<file path="config.mk">
export PLATFORM = sky130hd
export DESIGN_NAME = tcw_cursor
export DESIGN_NICKNAME = d
export VERILOG_FILES = /design/src/hdl/tcw_pkg.sv /design/src/hdl/tcw_cursor.sv
export SDC_FILE = /design/constraint.sdc
export NUM_CORES = 1
export LEC_CHECK = 0
export ABC_CLOCK_PERIOD_IN_PS = 5700
export BUFFER_PORTS_ARGS = -buffer_cell sky130_fd_sc_hd__buf_2
export CAP_MARGIN = 20
export CORE_ASPECT_RATIO = 1.75
export CORE_MARGIN = 5
export CORE_UTILIZATION = 47
export CTS_CLUSTER_SIZE = 40
export DETAILED_ROUTE_END_ITERATION = 16
export GPL_ROUTABILITY_DRIVEN = 0
export PLACE_DENSITY = 0.93
export SYNTH_ARGS = -nofsm -noshare
export SYNTH_HDL_FRONTEND = slang
export SYNTH_SLANG_ARGS = --single-unit
</file>
<file path="constraint.sdc">
create_clock -name clock -period 5.7 [get_ports clock]
set_clock_uncertainty 0.1 [all_clocks]
set_input_delay 0.855 -clock clock [delete_from_list [all_inputs] [get_ports clock]]
set_output_delay 0.855 -clock clock [all_outputs]
set_load 0.01 [all_outputs]
</file>
<file path="src/hdl/tcw_pkg.sv">
// Shared definitions for the text console writer: field widths, item kinds,
// character codes and the step control bundle.
// No dependencies; every other file of the block but tcw_screen_ram refers to this package.
`timescale 1ns / 1ps
`default_nettype none

package tcw_pkg;

   // Default screen geometry.
   localparam int COLUMNS_DEF = 80;
   localparam int ROWS_DEF    = 25;

   // Fixed widths of the channel fields.
   localparam int KIND_W      = 2;
   localparam int CHAR_W      = 8;
   localparam int ATTR_W      = 8;
   localparam int ROW_FIELD_W = 5;
   localparam int COL_FIELD_W = 7;
   localparam int CELL_W      = 16;

   // Item kinds.
   localparam logic [KIND_W-1:0] KIND_PUT   = 2'd0;
   localparam logic [KIND_W-1:0] KIND_CLEAR = 2'd1;
   localparam logic [KIND_W-1:0] KIND_READ  = 2'd2;

   // Character codes and cell values.
   localparam logic [CHAR_W-1:0] CHAR_NEWLINE   = 8'd10;
   localparam logic [CHAR_W-1:0] CHAR_BACKSPACE = 8'd8;
   localparam logic [CHAR_W-1:0] CHAR_SPACE     = 8'h20;
   localparam logic [CELL_W-1:0] BLANK_CELL     = 16'h0720;

   // What an accepted item asks of the sequencer and the screen store.
   typedef struct packed {
      logic wr_en;     // one cell is written at the step address
      logic scroll;    // the cursor ran past the last row
      logic clear;     // blank the whole screen
      logic read_hit;  // in-range cell read at the step address
   } step_ctl_type;

endpackage

`default_nettype wire

</file>
<file path="src/hdl/tcw_cursor.sv">
// Cursor registers and the per-item decode: next cursor position, the cell
// address and data for a write or a read, and the step control bundle.
// Depends on tcw_pkg.
`timescale 1ns / 1ps
`default_nettype none

module tcw_cursor #(
   parameter int COLUMNS = tcw_pkg::COLUMNS_DEF,
   parameter int ROWS    = tcw_pkg::ROWS_DEF
) (
   input  wire logic                               clock,
   input  wire logic                               reset,
   input  wire logic                               accept,
   input  wire logic [tcw_pkg::KIND_W-1:0]         kind,
   input  wire logic [tcw_pkg::CHAR_W-1:0]         char_code,
   input  wire logic [tcw_pkg::ATTR_W-1:0]         color,
   input  wire logic [tcw_pkg::ROW_FIELD_W-1:0]    read_row,
   input  wire logic [tcw_pkg::COL_FIELD_W-1:0]    read_col,
   output      logic [$clog2(COLUMNS)-1:0]         cur_col,
   output      logic [$clog2(ROWS)-1:0]            cur_row,
   output      tcw_pkg::step_ctl_type              ctl,
   output      logic [$clog2(COLUMNS*ROWS)-1:0]    cell_addr,
   output      logic [tcw_pkg::CELL_W-1:0]         wr_data
);

   localparam int CW = $clog2(COLUMNS);
   localparam int RW = $clog2(ROWS);
   localparam int AW = $clog2(COLUMNS*ROWS);

   logic [CW-1:0] col_ff, col_in;
   logic [RW-1:0] row_ff, row_in;

   logic          is_put, is_newline, is_backspace, is_print, is_read;
   logic          col_last, col_zero, row_last, advance_row, in_range;
   logic [RW-1:0] sel_row;
   logic [CW-1:0] sel_col;

   always_comb begin
      is_put       = (kind == tcw_pkg::KIND_PUT);
      is_read      = (kind == tcw_pkg::KIND_READ);
      is_newline   = is_put && (char_code == tcw_pkg::CHAR_NEWLINE);
      is_backspace = is_put && (char_code == tcw_pkg::CHAR_BACKSPACE);
      is_print     = is_put && !is_newline && !is_backspace;

      col_last = (col_ff == CW'(COLUMNS - 1));
      col_zero = (col_ff == '0);
      row_last = (row_ff == RW'(ROWS - 1));
      in_range = (32'(read_row) < 32'(ROWS)) && (32'(read_col) < 32'(COLUMNS));

      // A printable character in the last column wraps like a newline.
      advance_row = is_newline || (is_print && col_last);

      ctl.wr_en    = is_print || (is_backspace && !col_zero);
      ctl.scroll   = advance_row && row_last;
      ctl.clear    = (kind == tcw_pkg::KIND_CLEAR);
      ctl.read_hit = is_read && in_range;

      col_in = col_ff;
      row_in = row_ff;
      if (ctl.clear) begin
         col_in = '0;
         row_in = '0;
      end else if (advance_row) begin
         // Past the last row the screen scrolls and the cursor stays there.
         col_in = '0;
         row_in = row_last ? row_ff : row_ff + RW'(1);
      end else if (is_print) begin
         col_in = col_ff + CW'(1);
      end else if (is_backspace && !col_zero) begin
         col_in = col_ff - CW'(1);
      end

      // One index unit serves both the write at the cursor and a cell read.
      sel_row = is_read ? RW'(read_row) : row_ff;
      if (is_read) begin
         sel_col = CW'(read_col);
      end else if (is_backspace) begin
         sel_col = col_ff - CW'(1);
      end else begin
         sel_col = col_ff;
      end
      cell_addr = AW'(32'(sel_row) * COLUMNS) + AW'(sel_col);

      wr_data = {color, is_backspace ? tcw_pkg::CHAR_SPACE : char_code};
   end

   always_ff @(posedge clock) begin
      if (reset) begin
         col_ff <= '0;
         row_ff <= '0;
      end else if (accept) begin
         col_ff <= col_in;
         row_ff <= row_in;
      end
   end

   assign cur_col = col_ff;
   assign cur_row = row_ff;

endmodule

`default_nettype wire

</file>
==> impl_results.md, run 1 <==
* Status: finished clean
* Global-route wire length before repair at 6.78 mm
* Share of cells above drive strength 1 at 0.324
* TritonCTS clock tree: yes
* Die H at 87.0 um
* Hold_buf cts at 0
* Clk pin slew, worst setup/hold paths at 60 ps
* Setup Viol. Count Final at 0
* Worst hold margin at 456 ps
* CTS Buf Count at 3
* Starting DRT DRC Count at 42
* Largest net degree at the start of global routing at 17
* Synth cell types at 46
* Worst EP arrival at 3890 ps
* Tightest Pin Transition at 602 ps
* Number of clock sinks at 12
* Resized cells post-CTS at 0
* CP Capture Point: cell_addr[10]
* Crit end category: output pin
* Leak Pwr at 0.884 nW
* Initial core utilization at 0.479
* Min-delay worst type: flop to flop
* Final clock period utilization by the worst path at 0.849
* Synthesized area per cell at 7.89 um^2
* Post-route DRC at 0
* Yosys reg bits at 12
* Number of synthesized flops with an enable pin at 0
* CP startpoint kind: input port
* Via count at 1602
* H-Tree Depth at 1
* Vias per cell at 5.54
* Max Cap Viol at 0
* VDD IR-drop max at 0.133 mV
* Setup Fix Bufs, Post-CTS at 0
* RSZ-0062 raised after global routing: no
* Vias in the first global route at 1616
* Hold Vio Cnt, Final at 0
* Primary FF master, synth: dfxtp_1
* R2R Setup Slk at 3350 ps
* Total track usage at 0.192
* Core area at 3330 um^2
* P per Cell Area at 216 nW/um^2
* Pre-antenna DRT Iters at 4
* HPWL Detailed at 3.46 mm
* Rows at 28
* Number of synthesis warnings at 0
* Post-route ant nets at 0
* Synth-to-layout area growth at 18.9%
* Number of inserted diodes at 0
* Antenna violations before repair at 0
* Gr ovfl total at 0
* Worst-path fanout max at 10
* Final nets at 294
* Max Clk Rate at 0.207 GHz
* Critical Path Start: char_code[4]
* Net Count, Synth at 251
* Setup CP Type: input port to output pin
* Tmin final at 4840 ps
* R2R depth at 7
* R2r startpoint: cur_col[0]
* Clock Path Buffers at 2
* Num ports at 76
* WL/cell at 14.9 um
* Synth async-reset ratio at 0
* Max Slew Vio Count at 0
* Synthesized area at 1590 um^2
* Synth Instances at 202
* I/O Buffers at 59
* Total die area at 4700 um^2
* Data required, critical path at 4740 ps
* Die Wd at 54.0 um
* Clk_lat worst skew at 250 ps
* Post-route setup TNS at 0 ps
* Clock Tree Root: clkbuf_8
* Relative slew margins at 0.593
* Reg-to-Reg End: cur_col[6]
* Sequential-to-total area share from yosys stat at 0.151
* Final WL at 4.30 mm
## per-stage QoR
| stage | cell area [um^2] | worst slack [ps] | total power [mW] | utilization | cells |
|---|---|---|---|---|---|
| final | 1890 | 859 | 0.409 | 0.569 | 289 |
| after global routing | 1890 | 514 | 0.438 | 0.569 | 289 |
| after CTS | 1890 | 833 | 0.410 | 0.569 | 289 |
| after detailed placement | 1840 | 850 | 0.312 | 0.553 | 285 |
| after global placement | 1840 | 926 | 0.306 | 0.553 | 285 |
| after floorplan | 1590 | 1240 | 0.257 | - | 202 |
## how the worst min path moves through the flow
stage	start	slack [ps]	end	cells after the start
6_report	cur_col[5]	460	cur_col[5]	1
5_1_grt	cur_col[5]	480	cur_col[5]	1
4_1_cts	cur_col[5]	450	cur_col[5]	1
3_5_place_dp	cur_col[5]	440	cur_col[5]	1
3_3_place_gp	cur_col[5]	430	cur_col[5]	1
2_1_floorplan	cur_col[5]	430	cur_col[5]	1
## cells by family after synthesis
| kind of cell | after synthesis | share of synthesized area |
|---|---|---|
| AND/OR/NAND/NOR | 80 | 0.286 |
| multiplexers | 11 | 0.0731 |
| AO/OA/AOI/OAI | 40 | 0.185 |
| XOR/XNOR | 16 | 0.0880 |
| buffers and inverters | 27 | 0.0825 |
| flip-flops | 12 | 0.151 |
| adder cells (fa/ha/maj) | 16 | 0.135 |
## sequential cells by signal, indices dropped and copies added, names as in the netlist
signal / count
cur_row: 5
cur_col: 7
## power breakdown
part	internal, mW	switching, mW	leakage (nW)
Combinational	0.0832	0.108	0.757
Sequential	0.0954	0.0259	0.0976
Clock	0.0612	0.0357	0.0288
Total	0.240	0.169	0.884
## routing by layer
layer  global-route usage  part of all wire
met5                    0                 0
met4                0.145             0.034
met3               0.0292             0.064
met2                0.345              0.56
met1                0.183              0.34
## cell usage after synthesis, types with 3 or more instances
master    number  area share
nand2_1       22       0.052
nor3_1         3      0.0094
nor3b_1        5       0.024
and3_1         3       0.012
xor2_1         7       0.038
ha_1          14        0.11
dfxtp_1       12        0.15
nand2b_1       3       0.012
mux2_2         5       0.035
inv_1          5       0.012
nor2_1        15       0.035
xnor2_1        9       0.049
a21o_1         5       0.024
o21ai_0        5       0.016
o21ai_1        8       0.025
a21oi_1        8       0.025
buf_4          8       0.038
nor2b_1        5       0.020
mux2i_1        6       0.038
and2_1         3       0.012
clkbuf_1      14       0.033
nand3_1        6       0.019
## layout make-up
cell class | instances | area [um^2]
Fill cell | 302 | 1430
Multi-Input combinational cell | 163 | 1220
Timing Repair Buffer | 60 | 303
Sequential cell | 12 | 240
Tap cell | 45 | 56.3
Clock buffer | 4 | 55.1
Inverter | 5 | 18.8
## critical path, stage by stage
cell	delay, ps
buf_2	110
or4_4	570
nor4_4	520
nand2_1	130
xor2_1	170
o21ai_1	80
ha_1	210
fa_1	400
a21o_1	200
nand2_1	90
nor3b_1	60
xnor2_1	170
xor2_1	170
buf_2	160
## cell usage in the layout (no fill, tap or decap), drive strengths merged, types with 2 or more instances in the layout
cell type / netlist / layout
buf: 8 / 60
nand2: 22 / 22
nor2: 15 / 15
ha: 14 / 14
o21ai: 13 / 13
dfxtp: 12 / 12
xnor2: 9 / 9
a21oi: 9 / 9
xor2: 7 / 7
nand3: 7 / 7
mux2i: 6 / 6
nor3b: 6 / 6
inv: 5 / 5
nor2b: 5 / 5
mux2: 5 / 5
a21o: 5 / 5
clkbuf: 14 / 4
nor3: 3 / 3
and3: 3 / 3
nand2b: 3 / 3
and2: 3 / 3
o2111ai: 3 / 3
nor4: 3 / 3
nor4b: 2 / 2
a211oi: 2 / 2
o21ba: 2 / 2
a31oi: 2 / 2
nand4: 2 / 2
fa: 2 / 2
or2: 2 / 2
(Power assumes the default switching activity.)
==> run 2: changes to the inputs <==
ABC_CLOCK_PERIOD_IN_PS = 4650   (was 5700)
clock period = 4.65 ns   (was 5.7 ns; I/O delays follow)
==> impl_results.md, run 2 (synthesis results as in run 1) <==
* Pre-antenna DRT Iters at 4 (unchanged)
* Grt met2 use at 0.369 (+0.0232)
* Final clock period utilization by the worst path at 0.931
* Via count at 1605 (+0.19%)
* Hold_buf cts at 0 (unchanged)
* Setup CP Type: input port to output pin
* I/O Buffers at 59 (unchanged)
* Number of inserted diodes at 0 (unchanged)
* Vias per cell at 5.53 (-0.16%)
* Final setup margin at 322 ps (-537 ps)
* Worst-path fanout max at 7 (-3)
* Slowest-stage cell, CP: nor2b_1
* Max reg flops at 7 (unchanged)
* Gr ovfl total at 0 (unchanged)
* H-Tree Depth at 1 (unchanged)
* Min-delay worst type: flop to flop
* CP startpoint kind: input port
* Post-route DRC at 0 (unchanged)
* Tmin final at 4330 ps
* Largest net degree at the start of global routing at 17 (unchanged)
* Crit end category: output pin
* Global-route wire length before repair at 7.14 mm (+5.4%)
* Data required, critical path at 3850 ps (-890 ps)
* Pre-CTS setup slack at 327 ps (-523 ps)
* HPWL Detailed at 3.62 mm (+4.6%)
* Most Crowded Layer GR: met2
* Synth-to-layout area growth at 19.4%
* R2r startpoint: cur_col[0]
* Num ports at 76 (unchanged)
* Worst EP arrival at 3530 ps (-360 ps)
* Clock Tree Root: clkbuf_8
* Rows at 28 (unchanged)
* Most common cell after layout, fill and taps aside: buf_2
* Initial core utilization at 0.479 (unchanged)
* Vias in the first global route at 1633 (+1.1%)
* Hold Startpoint: cur_col[5]
* Total track usage at 0.200 (+0.00845)
* Buf/Inv on CP at 2 (unchanged)
* Setup Fix Bufs, Post-CTS at 0 (unchanged)
* Met3 Use GR at 0.0343 (+0.00515)
* RSZ-0062 raised after global routing: no
* Power consumption at 0.500 mW (+22%)
* Critical path's largest stage delay at 460 ps (-110 ps)
* CTS Buf Count at 3 (unchanged)
* Grt met1 use at 0.212 (+0.0294)
* Clock Path Buffers at 2 (unchanged)
* Status: finished clean
* Antenna violations before repair at 0 (unchanged)
* Post-route ant nets at 0 (unchanged)
* Share of cells above drive strength 1 at 0.327 (+0.00276)
* Max Cap Viol at 0 (unchanged)
* Commonest non-fill, non-tap cells in the layout: 59 x buf_2, 22 x nand2_1, 15 x nor2_1
* Leak Pwr at 0.889 nW (+0.62%)
* Number of clock sinks at 12 (unchanged)
* Resized cells post-CTS at 0 (unchanged)
* Clk pin slew, worst setup/hold paths at 50 ps (about the same)
* CP delay by family, top: adder cells
* CP Cell Sequence: buf_2, nor2b_1, mux2_2, ha_1, ha_1, fa_1, xnor2_1, nor3b_1, xnor2_1, xor2_1, buf_2
* Post-route setup TNS at 0 ps (unchanged)
* Relative slew margins at 0.600 (+0.00767)
* Max Slew Vio Count at 0 (unchanged)
* Starting DRT DRC Count at 34 (-19%)
* WL/cell at 15.0 um (+0.81%)
* Final WL at 4.35 mm (+1.2%)
* Die H at 87.0 um (unchanged)
* Setup Viol. Count Final at 0 (unchanged)
* Die Wd at 54.0 um (unchanged)
* Total die area at 4700 um^2 (unchanged)
* Critical Path Start: kind[1]
* P per Cell Area at 263 nW/um^2 (+22%)
* Max Clk Rate at 0.231 GHz
* TritonCTS clock tree: yes
* Final nets at 295 (+0.34%)
* Clk_lat worst skew at 240 ps (about the same)
* Hold Vio Cnt, Final at 0 (unchanged)
* Tightest Pin Transition at 591 ps (-11.3 ps)
* VDD IR-drop max at 0.151 mV (+14%)
* Core area at 3330 um^2 (unchanged)
==> run 2: final cells by class <==
cell class                      count  area [um^2]
Fill cell                         309         1430
Timing Repair Buffer               61          310
Tap cell                           45         56.3
Sequential cell                    12          240
Multi-Input combinational cell    163         1220
Clock buffer                        4         55.1
Inverter                            5         18.8
==> run 2: stage by stage <==
| stage | hold slack, ps | utilization | cell area, um^2 | instances |
|---|---|---|---|---|
| 2_1_floorplan | 434 | - | 1590 | 202 |
| 3_3_place_gp | 433 | 0.555 | 1850 | 286 |
| 3_5_place_dp | 445 | 0.555 | 1850 | 286 |
| 4_1_cts | 457 | 0.571 | 1900 | 290 |
| 5_1_grt | 498 | 0.571 | 1900 | 290 |
| 6_report | 455 | 0.571 | 1900 | 290 |
==> run 2: metal layers <==
layer  wire length, um  part of all wire  vias up
li1                  -                 -      785
met3               291             0.067        8
met5                 0                 0        -
met1              1510              0.35      756
met4                74             0.017        0
met2              2470              0.57       56
==> run 2: path summary, 6_finish.rpt <==
kind                   end  slack, ps  cells past startpoint
max          cell_addr[10]        320                     11
min             cur_col[5]        450                      1
max reg2reg     cur_col[3]       2350                      7
min reg2reg     cur_col[5]        450                      1
==> run 2: power breakdown <==
| group | internal (mW) | switching (mW) |
|---|---|---|
| Clock | 0.0749 | 0.0406 |
| Sequential | 0.117 | 0.0320 |
| Combinational | 0.103 | 0.133 |
| Total | 0.295 | 0.206 |
